File: src/design/sbrle_pkg.sv
// Shared types, constants and the six-bit alphabet for the six-bit text / RLE90 decoder.
// No dependencies; imported by sbrle_symmap and sixbit_rle90_text_decoder.
`default_nettype none

package sbrle_pkg;

  // Width of the per-stream packed and decoded byte counters.
  localparam int COUNT_BITS = 28;
  // Width of the limit register and of the decoded_total output field.
  localparam int LIMIT_W    = 28;
  localparam int TOTAL_W    = 28;
  // Compare width: wide enough for either count plus one carry bit.
  localparam int CMP_W      = ((COUNT_BITS > LIMIT_W) ? COUNT_BITS : LIMIT_W) + 1;

  localparam logic [CMP_W-1:0]   CNT_MAX_EXT  = (CMP_W'(1) << COUNT_BITS) - CMP_W'(1);
  localparam logic [LIMIT_W-1:0] LIMIT_RESET  = LIMIT_W'(134217728);

  localparam logic [7:0] RLE_MARK   = 8'h90;
  localparam logic [7:0] CLOSE_CHAR = 8'h3A;
  localparam logic [3:0] GROUP_BITS = 4'd6;
  localparam logic [3:0] BYTE_BITS  = 4'd8;
  localparam logic [2:0] MIN_GROUPS = 3'd4;

  localparam logic [7:0] CH_TAB = 8'h09;
  localparam logic [7:0] CH_LF  = 8'h0A;
  localparam logic [7:0] CH_CR  = 8'h0D;
  localparam logic [7:0] CH_SP  = 8'h20;

  // Alphabet, index = six-bit value.
  localparam logic [7:0] SYM_TABLE [64] = '{
    8'h21, 8'h22, 8'h23, 8'h24, 8'h25, 8'h26, 8'h27, 8'h28,
    8'h29, 8'h2A, 8'h2B, 8'h2C, 8'h2D, 8'h30, 8'h31, 8'h32,
    8'h33, 8'h34, 8'h35, 8'h36, 8'h38, 8'h39, 8'h40, 8'h41,
    8'h42, 8'h43, 8'h44, 8'h45, 8'h46, 8'h47, 8'h48, 8'h49,
    8'h4A, 8'h4B, 8'h4C, 8'h4D, 8'h4E, 8'h50, 8'h51, 8'h52,
    8'h53, 8'h54, 8'h55, 8'h56, 8'h58, 8'h59, 8'h5A, 8'h5B,
    8'h60, 8'h61, 8'h62, 8'h63, 8'h64, 8'h65, 8'h66, 8'h68,
    8'h69, 8'h6A, 8'h6B, 8'h6C, 8'h6D, 8'h70, 8'h71, 8'h72
  };

  typedef enum logic [2:0] {
    ST_RUN      = 3'd0,
    ST_DONE     = 3'd1,
    ST_TRUNC    = 3'd2,
    ST_BADCHAR  = 3'd3,
    ST_FEW      = 3'd4,
    ST_BADCOUNT = 3'd5,
    ST_DANGLE   = 3'd6,
    ST_LIMIT    = 3'd7
  } status_t;

  typedef struct packed {
    logic       is_sym;
    logic       is_blank;
    logic       is_colon;
    logic [5:0] sextet;
  } sym_class_t;

endpackage

`default_nettype wire

File: src/design/sbrle_symmap.sv
// Character classifier: alphabet lookup, whitespace and close-character detect.
// Depends on sbrle_pkg.
`default_nettype none

module sbrle_symmap (
  input  logic [7:0]             in_char,
  output sbrle_pkg::sym_class_t  cls
);
  import sbrle_pkg::*;

  always_comb begin
    cls = '0;
    for (int i = 0; i < 64; i++) begin
      if (SYM_TABLE[i] == in_char) begin
        cls.is_sym = 1'b1;
        cls.sextet = 6'(i);
      end
    end
    cls.is_blank = in_char inside {CH_TAB, CH_LF, CH_CR, CH_SP};
    cls.is_colon = (in_char == CLOSE_CHAR);
  end

endmodule

`default_nettype wire

File: src/design/sixbit_rle90_text_decoder.sv
// Top level: six-bit text unpacker with RLE90 run decode and stream status.
// Depends on sbrle_pkg and sbrle_symmap.
//
//   port group   dir  handshake          payload
//   in           in   in_valid/in_stall  in_char, is_end
//   out          out  out_valid/out_stall status, byte_value, run_length, decoded_total,
//                                        sextet_remainder, tail_zeros, last
//   cfg          in   cfg_we             cfg_wdata (decoded_limit)
//
// One request per cycle sustained while out_stall is low. A request lands in the input
// register, is decoded in one pass against the stream state, and its result (if any)
// goes to the output register, which raises out_valid.
// Reset (rst, synchronous) clears all stream state and sets the limit to 2^27.
// out_stall holds the output register; in_stall rises only while the input register
// is full and the output register cannot take a new result.
`default_nettype none

module sixbit_rle90_text_decoder (
  input  logic                          clk,
  input  logic                          rst,
  input  logic                          in_valid,
  output logic                          in_stall,
  input  logic [7:0]                    in_char,
  input  logic                          is_end,
  output logic                          out_valid,
  input  logic                          out_stall,
  output sbrle_pkg::status_t            status,
  output logic [7:0]                    byte_value,
  output logic [7:0]                    run_length,
  output logic [sbrle_pkg::TOTAL_W-1:0] decoded_total,
  output logic [1:0]                    sextet_remainder,
  output logic [1:0]                    tail_zeros,
  output logic                          last,
  input  logic                          cfg_we,
  input  logic [sbrle_pkg::LIMIT_W-1:0] cfg_wdata
);
  import sbrle_pkg::*;

  // input register
  logic       in_q_valid;
  logic [7:0] in_q_char;
  logic       in_q_end;
  logic       out_ok;
  logic       fire;
  sym_class_t cls;

  // config
  logic [LIMIT_W-1:0] decoded_limit;
  logic [CMP_W-1:0]   lim;

  // stream state
  logic [5:0]            bit_store, bit_store_next;
  logic [2:0]            bit_fill, bit_fill_next;
  logic [2:0]            group_count, group_count_next;
  logic [1:0]            group_phase, group_phase_next;
  logic [7:0]            prior_byte, prior_byte_next;
  logic                  prior_valid, prior_valid_next;
  logic                  marker_pending, marker_pending_next;
  logic [COUNT_BITS-1:0] packed_count, packed_count_next;
  logic [COUNT_BITS-1:0] output_count, output_count_next;
  logic [1:0]            zero_tail, zero_tail_next;
  logic                  stream_closed, stream_closed_next;

  // result
  logic               res_valid;
  status_t            res_status;
  logic [7:0]         res_byte;
  logic [7:0]         res_len;
  logic [TOTAL_W-1:0] res_total;
  logic [1:0]         res_rem;
  logic [1:0]         res_zt;
  logic               res_last;

  assign out_ok   = !out_valid || !out_stall;
  assign in_stall = in_q_valid && !out_ok;
  assign fire     = in_q_valid && out_ok;

  always_ff @(posedge clk) begin
    if (rst) begin
      in_q_valid <= 1'b0;
    end else if (!in_stall) begin
      in_q_valid <= in_valid;
    end
    if (!in_stall && in_valid) begin
      in_q_char <= in_char;
      in_q_end  <= is_end;
    end
  end

  always_ff @(posedge clk) begin
    if (rst) begin
      decoded_limit <= LIMIT_RESET;
    end else if (cfg_we) begin
      decoded_limit <= cfg_wdata;
    end
  end

  assign lim = (CMP_W'(decoded_limit) < CNT_MAX_EXT) ? CMP_W'(decoded_limit) : CNT_MAX_EXT;

  sbrle_symmap u_symmap (
    .in_char (in_q_char),
    .cls     (cls)
  );

  always_comb begin
    logic [3:0]       fill_sum;
    logic [2:0]       fill_left;
    logic [11:0]      total;
    logic [7:0]       pb;
    logic [CMP_W-1:0] oc_sum;
    logic             do_emit;
    logic [7:0]       emit_val;
    logic [7:0]       emit_rep;
    logic             do_finish;
    status_t          fin_status;
    logic             fin_close;

    bit_store_next      = bit_store;
    bit_fill_next       = bit_fill;
    group_count_next    = group_count;
    group_phase_next    = group_phase;
    prior_byte_next     = prior_byte;
    prior_valid_next    = prior_valid;
    marker_pending_next = marker_pending;
    packed_count_next   = packed_count;
    output_count_next   = output_count;
    zero_tail_next      = zero_tail;
    stream_closed_next  = stream_closed;

    fill_sum   = '0;
    fill_left  = '0;
    total      = '0;
    pb         = '0;
    oc_sum     = '0;
    do_emit    = 1'b0;
    emit_val   = '0;
    emit_rep   = '0;
    do_finish  = 1'b0;
    fin_status = ST_DONE;
    fin_close  = 1'b0;

    res_valid  = 1'b0;
    res_status = ST_RUN;
    res_byte   = '0;
    res_len    = '0;
    res_total  = '0;
    res_rem    = '0;
    res_zt     = '0;
    res_last   = 1'b0;

    if (fire) begin
      if (in_q_end) begin
        if (stream_closed) begin
          stream_closed_next = 1'b0;
        end else begin
          do_finish  = 1'b1;
          fin_status = (group_count < MIN_GROUPS) ? ST_FEW : ST_TRUNC;
        end
      end else if (!stream_closed) begin
        if (cls.is_colon) begin
          do_finish = 1'b1;
          fin_close = 1'b1;
          if (group_count < MIN_GROUPS) begin
            fin_status = ST_FEW;
          end else if (marker_pending) begin
            fin_status = ST_DANGLE;
          end else begin
            fin_status = ST_DONE;
          end
        end else if (!cls.is_sym) begin
          if (!cls.is_blank) begin
            do_finish  = 1'b1;
            fin_close  = 1'b1;
            fin_status = ST_BADCHAR;
          end
        end else begin
          if (group_count < MIN_GROUPS) begin
            group_count_next = group_count + 3'd1;
          end
          group_phase_next = group_phase + 2'd1;
          total    = {bit_store, cls.sextet};
          fill_sum = {1'b0, bit_fill} + GROUP_BITS;
          if (fill_sum < BYTE_BITS) begin
            bit_store_next = total[5:0];
            bit_fill_next  = fill_sum[2:0];
          end else begin
            fill_left      = 3'(fill_sum - BYTE_BITS);
            pb             = 8'(total >> fill_left);
            bit_store_next = 6'(total & ((12'd1 << fill_left) - 12'd1));
            bit_fill_next  = fill_left;
            if (CMP_W'(packed_count) >= lim) begin
              do_finish  = 1'b1;
              fin_close  = 1'b1;
              fin_status = ST_LIMIT;
            end else begin
              packed_count_next = packed_count + COUNT_BITS'(1);
              if (marker_pending) begin
                marker_pending_next = 1'b0;
                if (pb == 8'd0) begin
                  // escaped literal marker byte
                  do_emit  = 1'b1;
                  emit_val = RLE_MARK;
                  emit_rep = 8'd1;
                end else if (pb == 8'd1 || !prior_valid) begin
                  do_finish  = 1'b1;
                  fin_close  = 1'b1;
                  fin_status = ST_BADCOUNT;
                end else begin
                  do_emit  = 1'b1;
                  emit_val = prior_byte;
                  emit_rep = pb - 8'd1;
                end
              end else if (pb == RLE_MARK) begin
                marker_pending_next = 1'b1;
              end else begin
                do_emit  = 1'b1;
                emit_val = pb;
                emit_rep = 8'd1;
              end
            end
          end
        end
      end
    end

    if (do_emit) begin
      oc_sum = CMP_W'(output_count) + CMP_W'(emit_rep);
      if (oc_sum > lim) begin
        do_finish  = 1'b1;
        fin_close  = 1'b1;
        fin_status = ST_LIMIT;
      end else begin
        output_count_next = oc_sum[COUNT_BITS-1:0];
        if (emit_val == 8'd0) begin
          zero_tail_next = (emit_rep > 8'd1 || zero_tail != 2'd0) ? 2'd2 : 2'd1;
        end else begin
          zero_tail_next = 2'd0;
        end
        prior_byte_next  = emit_val;
        prior_valid_next = 1'b1;
        res_valid  = 1'b1;
        res_status = ST_RUN;
        res_byte   = emit_val;
        res_len    = emit_rep;
        res_total  = oc_sum[TOTAL_W-1:0];
      end
    end

    if (do_finish) begin
      // status reports the phase as updated by this character
      res_valid  = 1'b1;
      res_status = fin_status;
      res_byte   = '0;
      res_len    = '0;
      res_total  = TOTAL_W'(CMP_W'(output_count));
      res_rem    = group_phase_next;
      res_zt     = zero_tail;
      res_last   = 1'b1;

      bit_store_next      = '0;
      bit_fill_next       = '0;
      group_count_next    = '0;
      group_phase_next    = '0;
      prior_byte_next     = '0;
      prior_valid_next    = 1'b0;
      marker_pending_next = 1'b0;
      packed_count_next   = '0;
      output_count_next   = '0;
      zero_tail_next      = '0;
      stream_closed_next  = fin_close;
    end
  end

  always_ff @(posedge clk) begin
    if (rst) begin
      bit_store      <= '0;
      bit_fill       <= '0;
      group_count    <= '0;
      group_phase    <= '0;
      prior_byte     <= '0;
      prior_valid    <= 1'b0;
      marker_pending <= 1'b0;
      packed_count   <= '0;
      output_count   <= '0;
      zero_tail      <= '0;
      stream_closed  <= 1'b0;
    end else begin
      bit_store      <= bit_store_next;
      bit_fill       <= bit_fill_next;
      group_count    <= group_count_next;
      group_phase    <= group_phase_next;
      prior_byte     <= prior_byte_next;
      prior_valid    <= prior_valid_next;
      marker_pending <= marker_pending_next;
      packed_count   <= packed_count_next;
      output_count   <= output_count_next;
      zero_tail      <= zero_tail_next;
      stream_closed  <= stream_closed_next;
    end
  end

  always_ff @(posedge clk) begin
    if (rst) begin
      out_valid <= 1'b0;
    end else if (out_ok) begin
      out_valid <= fire && res_valid;
    end
    if (fire && res_valid) begin
      status           <= res_status;
      byte_value       <= res_byte;
      run_length       <= res_len;
      decoded_total    <= res_total;
      sextet_remainder <= res_rem;
      tail_zeros       <= res_zt;
      last             <= res_last;
    end
  end

  // bit fill only ever holds 0, 2, 4 or 6 leftover bits
  a_fill_even: assert property (@(posedge clk) disable iff (rst) !bit_fill[0])
    else $error("odd bit fill");

  // a stream only closes together with a final status result
  a_close_reports: assert property (@(posedge clk) disable iff (rst)
    $rose(stream_closed) |-> out_valid && last)
    else $error("stream closed without final status");

  // run results carry a nonzero length, status results none
  a_run_len: assert property (@(posedge clk) disable iff (rst)
    out_valid |-> ((status == ST_RUN) == !last) && ((run_length != 8'd0) == !last))
    else $error("result kind mismatch");

  // no pending marker without a packed byte behind it
  a_marker_count: assert property (@(posedge clk) disable iff (rst)
    marker_pending |-> packed_count != '0)
    else $error("marker pending with empty stream");

  // a run never takes the total past the limit in force when it was decoded
  a_total_limit: assert property (@(posedge clk) disable iff (rst)
    (output_count != $past(output_count)) |-> (CMP_W'(output_count) <= $past(lim)))
    else $error("decoded count beyond limit");

endmodule

`default_nettype wire
File: config.mk
export PLATFORM = sky130hd
export DESIGN_NAME = sixbit_rle90_text_decoder
export DESIGN_NICKNAME = d
export VERILOG_FILES = /design/src/design/sbrle_pkg.sv /design/src/design/sbrle_symmap.sv /design/src/design/sixbit_rle90_text_decoder.sv
export SDC_FILE = /design/constraint.sdc
export NUM_CORES = 1
export LEC_CHECK = 0
export BUFFER_PORTS_ARGS = -buffer_cell sky130_fd_sc_hd__clkbuf_2
export CAP_MARGIN = 25
export CORE_ASPECT_RATIO = 1.2
export CORE_MARGIN = 10
export CORE_UTILIZATION = 61
export DETAILED_ROUTE_END_ITERATION = 8
export GPL_ROUTABILITY_DRIVEN = 1
export HOLD_SLACK_MARGIN = 0.03
export PLACE_DENSITY = 0.9
export SYNTH_ARGS = -nofsm -noshare
export SYNTH_HDL_FRONTEND = slang
export SYNTH_HIERARCHICAL = 1
export SYNTH_SLANG_ARGS = --single-unit
File: constraint.sdc
create_clock -name clk -period 18.04 [get_ports clk]
set_clock_uncertainty 0.2 [all_clocks]
set_input_delay 0 -clock clk [delete_from_list [all_inputs] [get_ports clk]]
set_output_delay 0 -clock clk [all_outputs]
set_load 0.02 [all_outputs]
# [Word level (Yosys, flattened, before mapping)]
# Index checks and enable logic that the tools add are counted.
# W data, S select, Z words.
[classes] add_sub_neg=8 multipliers=0 div=0 n_lt_le_gt_ge=6 eq_ne=71 n_shift=2 muxes=217 n_bitwise=8 reduce_logical=25
[ops] op="$eq A7 B8 Y1 const A" count=42
[ops] op="$mux W6" count=33
[ops] op="$eq A6 B8 Y1 const A" count=22
[ops] op="$mux W8" count=21
[ops] op="$mux W28" count=4
[ops] op="$mux W1" count=104
[ops] op="$mux W5" count=16
[ops] op="$mux W3" count=21
[ops] op="$mux W4" count=8
[ops] op="$add A28 B8 Y29" count=1
[ops] op="$gt A29 B28 Y1" count=1
[ops] op="$add A28 B1 Y28 const B" count=1
[ops] op="$ge A28 B28 Y1" count=1
[ops] op="$lt A28 B28 Y1 const B" count=1
[ops] op="$eq A8 B4 Y1 const B" count=3
[ops] op="$mux W2" count=10
[ops] op="$eq A8 B6 Y1 const B" count=2
[ops] op="$logic_not A8 Y1" count=2
[ops] op="$shr A12 B3 Y8" count=1
[ops] op="$eq A8 B1 Y1 const B" count=1
[ops] op="$eq A8 B8 Y1 const B" count=1
[ops] op="$gt A8 B1 Y1 const B" count=1
[ops] op="$sub A8 B1 Y8 const B" count=1
[ops] op="$not A1 Y1" count=7
[ops] op="20 further kinds" count=32
[word_totals] regBits=174 latchBits=0 ramBits=0 mem_bits_ro=0 in_bits=42 output_inout_bits=54 elab_cells=360 n_memories=0

# [Logic depth before layout (Yosys ltp)]
# Gate-level depths: netlist (run 1).
[depth] ltp_word=83 mapped_depth=41 depth_no_buf=36

# [Modules after synthesis]
# The synthesis (run 1) kept the hierarchy.
[modules_own_cells] module="sixbit_rle90_text_decoder" instances=1 cells_per_inst=1086 area_each_um2=10233.6 seq_area_each_um2=4073.9
[modules_own_cells] module="sbrle_symmap" instances=1 cells_per_inst=170 area_each_um2=1001.0 seq_area_each_um2=0.0

# [Worst setup path after synthesis (run 1)]
# No wires, ideal clock.
[synth_path] path_type="reg2reg" from="register bit_fill[1]" to="register decoded_total[17] in the netlist's numbering (data pin)" setup_time_ps=260 arrival_ps=7849 required_ps=17580 setup_slack_ps=9731 stages_incl_launch_ff=36 path_buffers=5 synth_period_minus_slack_ps=8309 cell_sequence="dfxtp_1 > buf_6 > clkbuf_1 > inv_1 > ha_1 > buf_6 > clkbuf_1 > mux2_2 > o21ai_0 > ha_1 > nor2_1 > a2111oi_2 > nand3_1 > nand3_1 > or3_1 > inv_1 > ha_1 > a21o_1 > a31o_2 > a21o_1 > a221o_1 > a21o_1 > nor2_1 > nor2b_1 > xor2_1 > ha_1 > nand4_1 > nor4_1 > nand3_1 > or3b_2 > and4_1 > o21a_1 > o21ba_4 > buf_4 > o21ai_0 > mux2_2"
[synth_between] elab_chain_len=20 word_cells_on_any_way=48 cone_classes="4 x add/sub; 2 x order compare; 2 x eq/ne; 1 x shift; 37 x mux; 2 x reduce/logical"
[synth_lines] item="from (decl)" line="sixbit_rle90_text_decoder.sv:53" text="logic [2:0] bit_fill, bit_fill_next;"
[synth_lines] item="from (signal assigned)" line="sixbit_rle90_text_decoder.sv:289" text="bit_fill <= bit_fill_next;"
[synth_lines] item="$add A3 B3 Y4 *" line="sixbit_rle90_text_decoder.sv:182" text="fill_sum = {1'b0, bit_fill} + GROUP_BITS;"
[synth_lines] item="parallel branches: the longest is 18 deep, another holds $sub A8 B1 Y8"
[synth_lines] item="$mux W28 *" line="sixbit_rle90_text_decoder.sv:249" text="if (do_finish) begin"
[synth_lines] item="net res_total[17]" line="sixbit_rle90_text_decoder.sv:69" text="logic [TOTAL_W-1:0] res_total;"
[synth_lines] item="to (signal assigned)" line="sixbit_rle90_text_decoder.sv:312" text="decoded_total <= res_total;"
[synth_lines] item="to (decl)" line="sixbit_rle90_text_decoder.sv:30" text="output logic [sbrle_pkg::TOTAL_W-1:0] decoded_total,"
# Mark *: on every way through the listed nets, which the timed path passes.
# A chain may end at the register's enable or synchronous reset.

==> results by group, run 1 <==
Floorplan
  – Top Ports: 96
  – Die X: 144 um
  – Initial Utilization: 0.618
  – Row count: 54
  – Die area: 24300 um2
  – Chip height: 169 um
  – Core Box Area: ~18000 um2

Critical path
  – Crit path capture type: register
  – Setup CP Type: reg2reg
  – Critical Path Fanout Max: 32
  – Most Frequent Cell on Critical Path: nand3_1
  – Crit-path max cell delay: 0.96 ns
  – R2r setup slk: between 7 and 8 ns
  – Critical path buffer and inverter count: 3
  – Worst R2R End: decoded_total[27]$_DFFE_PP_
  – Reg2reg start: in_q_char[2]$_DFFE_PP_
  – CP Launch Type: register
  – Critical Path RT: about 18 ns
  – WP data arrival: 10.55 ns
  – Worst reg-to-reg path cell count: 34
  – Crit-path leading delay family: simple AND/OR/NAND/NOR gates
  – Worst path slowest cell: edfxtp_1

Logic synthesis
  – Post-synth EDFFs: 61
  – Cells after Synth: 1256
  – Synth cell types: about 100
  – Yosys top cell area share: 0.200
  – Cell area after synthesis: 11200 um2
  – Count leader, synth: nor2_1
  – Mean Syn Cell Area: 8.94 um2
  – Cell taking the most area after synthesis: dfxtp_1
  – Syn_nets: 1370
  – Sequential area share after synthesis: 0.363
  – Synth Flop Type: dfxtp_1
  – FFs w/ async S/R, synth: 0
  – Warnings, synthesis: 6
  – Seq cells post-synth: about 170
  – Top cells by count, synth: nor2_1, dfxtp_1, nand2_1
  – Top cells by area, synth: dfxtp_1, edfxtp_1, ha_1

Hold path
  – Worst Hold Path EP: decoded_limit[5]$_SDFFE_PP0P_
  – WHS Path Cells: 2
  – Worst hold path class: in2reg
  – Worst hold start: rst

Timing
  – RSZ-0062 raised after global routing: false
  – Final worst-path setup slack: 7.56 ns
  – Fmax achieved: 0.0954 GHz
  – # setup viols final: 0
  – Tmin final: 10.48 ns
  – Max-slew violations: 0
  – Setup TNS: 0 ns
  – Final hold vios: 0
  – Worst-margin pin slew: 1.06 ns
  – Slew HR: 0.290
  – Final clock period utilization by the worst path: 0.581

Place
  – Pre-CTS setup slack: 7.93 ns
  – Inst Count DP: 1511
  – Detail Placement HPWL: 21300 um
  – Port Buffer Count: 95
  – Gp weighted congestion: 0.958
  – DP Area: 11700 um2

Routing
  – Vias/cell: 6.31
  – Routed via count: 10.2k
  – Pre-antenna DRT Iters: 6
  – DR iter-0 viols: 1136
  – Routed Antenna Nets: 0
  – DRC viols: 0
  – WL final: ~32000 um
  – Drt wl/cell: 19.6 um

Power and ir drop
  – Power Dens Cells: 68.1 nW/um2
  – Pwr Total: 0.880 mW
  – Leakage: 5.31 nW
  – Switching Fraction: 0.266
  – Int Pwr: 0.645 mW
  – Gate power share: 0.120
  – Seq pwr share: 0.484
  – NetSw: between 0.2 and 0.25 mW
  – Clock power frac: 0.395
  – Worst VDD drop: 0.0624 mV

Final layout
  – Net count, final: about 1.5k
  – Area delta synth->final: 15.0%
  – Multi-input logic area: 6600 um2
  – Register area: 4070 um2
  – Layout cell share with drive strength beyond 1: 0.154
  – Finished Layout Cells: 1611
  – Fill count: ~1.2k
  – Antenna cells: 0
  – Design Area, Final: 12900 um2

CTS
  – Post-CTS Setup Inserts: 0
  – CTS max path bufs: 2
  – Hold-fix buffers at CTS: 67
  – Post-CTS resize count: 0
  – Clock transition at path regs: 0.07 ns
  – Clk Latency, worst-skew pair: 0.44 ns
  – CTS Buf Count: 17
  – # H-tree levels: 4
  – CTS tree: built
  – Clk root buf: clkbuf_16
  – Clock sink total: 173

GRT
  – Total gr overflow: 0
  – Largest net degree at the start of global routing: 82
  – Vias in the first global route: 10.1k
  – First-pass GRT wire length: 50400 um
  – Initial antenna violation count: 0
  – Total global-route track usage: 0.256

Flow run
  – Maximum Capacitance Violations: 0

Outcome
  – Outcome: complete, no violations
layout by cell type, fill, tap and decap left out, drive strengths merged, types with 5 or more instances in the layout:
master       count
a211oi           9
a21o            12
a21oi           80
a22oi            7
a31oi            7
and2            12
and3            12
buf              6
clkbuf         116
clkinv           9
dfxtp          112
dlygate4sd3     67
edfxtp          61
ha              71
inv             57
mux2            22
mux2i           31
nand2           99
nand2b          10
nand3           40
nand4           35
nor2           164
nor2b           15
nor3            41
nor3b           13
nor4            13
o211ai           8
o21a             5
o21ai           66
o22ai            7
or2              7
or3              9
or4              5
xnor2           42
xor2            43
final cells by class:
class	count	share of cell area
Timing Repair Buffer	169	0.0938
Tap cell	224	0.0217
Sequential cell	173	0.315
Clock inverter	12	0.00756
Clock buffer	20	0.0338
Multi-Input combinational cell	956	0.511
Inverter	57	0.0166
per-layer routing:
| layer | vias to the layer above | track usage | wire (um) |
|---|---|---|---|
| met5 | - | 0 | 0 |
| met4 | 0 | 0.150 | 1810 |
| met3 | 147 | 0.0428 | 1860 |
| met2 | 490 | 0.454 | 16300 |
| met1 | 4805 | 0.279 | 11500 |
| li1 | 4728 | - | - |
flip-flops by register name, summed over array words and instances (netlist names), 2 cells and up:
name / count
byte_value: 8
in_q_char: 8
packed_count: 28
zero_tail: 2
output_count: 28
run_length: 8
bit_fill: 2
tail_zeros: 2
bit_store: 6
group_count: 3
prior_byte: 8
group_phase: 2
sextet_remainder: 2
decoded_limit: 28
decoded_total: 28
status: 3
power by group through the flow:
| stage | clock, mW | combinational (mW) | sequential (mW) |
|---|---|---|---|
| after detailed placement | 0 | 0.0907 | 0.434 |
| final | 0.348 | 0.106 | 0.426 |
| after CTS | 0.347 | 0.103 | 0.426 |
| after global routing | 0.363 | 0.114 | 0.428 |
| after global placement | 0 | 0.0875 | 0.434 |
| after floorplan | 0 | 0.0585 | 0.438 |
metrics by stage:
stage          hold WS [ns]  utilization
2_1_floorplan        -0.101            -
3_3_place_gp        -0.0237        0.643
3_5_place_dp        -0.0213        0.644
4_1_cts              0.0365        0.710
5_1_grt              0.0804        0.711
6_report             0.0793        0.711
worst reg2reg max path, delay by kind of cell, from the launching register on:
kind | cells | cell delay, ns
compound gates | 11 | 2.41
fa+ha+maj | 3 | 0.74
simple gates | 15 | 4.68
buf+inv | 3 | 0.79
mux | 1 | 0.34
flops | 1 | 0.96
xor+xnor | 1 | 0.20
worst max path at each step:
stage | start | end | slack [ns] | cells past startpoint
6_report | in_q_char[2]$_DFFE_PP_ | decoded_total[27]$_DFFE_PP_ | 7.56 | 34
5_1_grt | in_q_char[2]$_DFFE_PP_ | prior_byte[7]$_SDFFE_PP0P_ | 6.78 | 34
4_1_cts | in_q_char[2]$_DFFE_PP_ | prior_byte[7]$_SDFFE_PP0P_ | 7.83 | 34
3_5_place_dp | in_q_char[2]$_DFFE_PP_ | bit_fill[2]$_SDFFE_PP0P_ | 7.93 | 34
3_3_place_gp | in_q_char[2]$_DFFE_PP_ | bit_fill[2]$_SDFFE_PP0P_ | 8.20 | 34
2_1_floorplan | bit_fill[1]$_SDFFE_PP0P_ | decoded_total[17]$_DFFE_PP_ | 9.73 | 35
cells by family (layout without fill, tap and decap cells):
| group | Yosys count | in the layout | synth area share |
|---|---|---|---|
| adders and majority gates | 73 | 73 | 0.0817 |
| AOI/OAI and AO/OA | 240 | 240 | 0.140 |
| DFF | 173 | 173 | 0.363 |
| buffers and inverters | 127 | 258 | 0.0505 |
| xor gates and xnor gates | 85 | 85 | 0.0669 |
| muxes | 57 | 57 | 0.0577 |
| and+or+nand+nor | 501 | 501 | 0.241 |
Note: power is estimated with default switching activity, not from simulation.
==> run 2: changes to the inputs <==
==> constraint.sdc (replaced) <==
create_clock -name clk -period 9.8 [get_ports clk]
set_clock_uncertainty 0.2 [all_clocks]
set_input_delay 0 -clock clk [delete_from_list [all_inputs] [get_ports clk]]
set_output_delay 0 -clock clk [all_outputs]
set_load 0.02 [all_outputs]
==> results by group, run 2 (same netlist as run 1, synthesis figures left out) <==
Outcome
  – Outcome: complete, no violations

GRT
  – Total gr overflow: 0
  – First-pass GRT wire length: 50800 um
  – Vias in the first global route: 10.1k
  – Largest net degree at the start of global routing: between 40 and 50
  – Initial antenna violation count: 0
  – Total global-route track usage: 0.260

Timing
  – Fmax achieved: 0.110 GHz
  – Max-slew violations: 0
  – Setup TNS: 0 ns
  – # setup viols final: 0
  – Worst-margin pin slew: 0.977 ns
  – Final worst-path setup slack: 0.674 ns
  – RSZ-0062 raised after global routing: false
  – Final clock period utilization by the worst path: 0.931
  – Slew HR: 0.348
  – Final hold vios: 0
  – Tmin final: a little over 9 ns

CTS
  – CTS max path bufs: 2
  – Clock sink total: 173
  – Clk root buf: clkbuf_16
  – Clk Latency, worst-skew pair: 0.44 ns
  – CTS Buf Count: 17
  – # H-tree levels: 4
  – Clock transition at path regs: 0.06 ns
  – CTS tree: built

Critical path
  – Critical Path RT: 9.77 ns
  – Worst path slowest cell: edfxtp_1
  – CP Launch Type: register
  – Worst reg-to-reg path cell count: 35
  – Worst R2R End: decoded_total[27]$_DFFE_PP_
  – Crit path capture type: register
  – Setup CP Type: reg2reg
  – Crit-path max cell delay: 0.60 ns
  – Critical Path Fanout Max: 23
  – Reg2reg start: in_q_char[5]$_DFFE_PP_
  – R2r setup slk: approximately 0.67 ns
  – WP data arrival: approximately 9.1 ns

Place
  – Port Buffer Count: 95
  – DP Area: 11800 um2
  – Detail Placement HPWL: between 20000 and 25000 um
  – Gp weighted congestion: 0.974
  – Pre-CTS setup slack: 0.578 ns

Final layout
  – Layout cell share with drive strength beyond 1: 0.171
  – Commonest non-fill, non-tap cells in the layout: nor2_1, dfxtp_1, nand2_1
  – Most common cell after layout, fill and taps aside: nor2_1
  – Antenna cells: 0
  – Design Area, Final: between 10000 and 15000 um2
  – Net count, final: approximately 1.5k
  – Area delta synth->final: 17.0%

Power and ir drop
  – Leakage: 5.45 nW
  – Worst VDD drop: about 0.12 mV
  – Pwr Total: 1.64 mW
  – Power Dens Cells: around 120 nW/um2

Floorplan
  – Top Ports: 96
  – Row count: 54
  – Die X: 144 um
  – Initial Utilization: 0.618
  – Core Box Area: 18200 um2
  – Die area: 24300 um2
  – Chip height: 169 um

Hold path
  – WHS Path Cells: 2
  – Worst hold path class: in2reg
  – Worst Hold Path EP: in_q_end$_DFFE_PP_
  – Worst hold start: is_end

Routing
  – DRC viols: 0
  – DR iter-0 viols: 849
  – Vias/cell: about 6.3
  – Drt wl/cell: 19.6 um
  – Pre-antenna DRT Iters: 7
  – Routed via count: 10.2k
  – Routed Antenna Nets: 0
  – WL final: 32000 um

Flow run
  – Maximum Capacitance Violations: 0
[run 2: cell count changes in the layout (fill, tap and decap cells not counted), sizes merged]
cell	change
buf	+18
bufinv	-1
clkbuf	+4
clkinv	-1
clkinvlp	-2
dlygate4sd3	+2
[run 2: power by group]
| group | internal (mW) | switching (mW) | leakage [nW] | total, mW |
|---|---|---|---|---|
| combinational | 0.0788 | 0.123 | 3.70 | 0.202 |
| sequential | 0.766 | 0.0187 | 1.47 | 0.785 |
| clock | 0.366 | 0.289 | 0.286 | 0.655 |
| total | 1.21 | 0.430 | 5.45 | 1.64 |
[run 2: worst max path at each step]
| stage | start | to | slack [ns] | cells after the start |
|---|---|---|---|---|
| floorplan | bit_fill[1]$_SDFFE_PP0P_ | decoded_total[17]$_DFFE_PP_ | 1.49 | 35 |
| global placement | in_q_char[0]$_DFFE_PP_ | decoded_total[2]$_DFFE_PP_ | 0.82 | 33 |
| detailed placement | in_q_char[0]$_DFFE_PP_ | decoded_total[27]$_DFFE_PP_ | 0.58 | 33 |
| CTS | in_q_char[0]$_DFFE_PP_ | decoded_total[27]$_DFFE_PP_ | 0.53 | 33 |
| global route | in_q_char[5]$_DFFE_PP_ | decoded_total[27]$_DFFE_PP_ | 0.12 | 36 |
| finish | in_q_char[5]$_DFFE_PP_ | decoded_total[27]$_DFFE_PP_ | 0.67 | 35 |
[run 2: layout make-up]
| type | count | area, um2 |
|---|---|---|
| Clock buffer | 24 | 513 |
| Clock inverter | 8 | 53.8 |
| Multi-Input combinational cell | 956 | 6620 |
| Tap cell | 224 | 280 |
| Fill cell | 1247 | 5030 |
| Timing Repair Buffer | 189 | 1390 |
| Sequential cell | 173 | 4070 |
| Inverter | 57 | 214 |
[run 2: repair_timing]
item | in CTS | in global routing
buffers inserted | 0 | 2
endpoints found under the setup margin | 0 | 115
endpoints found under the hold margin | 49 | 0
hold buffers | 69 | 0
resized for setup | 0 | 5
[run 2: critical path: cells and delay by family (launching register included)]
kind / cells / cell delay [ns]
AO/OA/AOI/OAI: 15 / 3.59
AND/OR/NAND/NOR: 11 / 2.37
adder cells (fa/ha/maj): 3 / 0.86
buffers and inverters: 4 / 0.77
flip-flops: 1 / 0.60
multiplexers: 1 / 0.36
XOR/XNOR: 1 / 0.08
[run 2: per-layer routing]
| metal | GRT usage | up-vias | wire length (um) | part of all wire |
|---|---|---|---|---|
| met3 | 0.0473 | 145 | 2020 | 0.063 |
| met2 | 0.463 | 519 | 16500 | 0.51 |
| met4 | 0.149 | 0 | 1860 | 0.058 |
| met1 | 0.280 | 4801 | 11700 | 0.36 |
| met5 | 0 | - | 0 | 0 |
| li1 | - | 4780 | - | - |
[run 2: metrics by stage]
stage                     cells  utilization  hold slack, ns
final                      1631        0.723          0.0651
after global routing       1631        0.723          0.0705
after CTS                  1627        0.719          0.0627
after detailed placement   1526        0.650         -0.0213
after global placement     1525        0.649         -0.0237
after floorplan            1256            -          -0.101
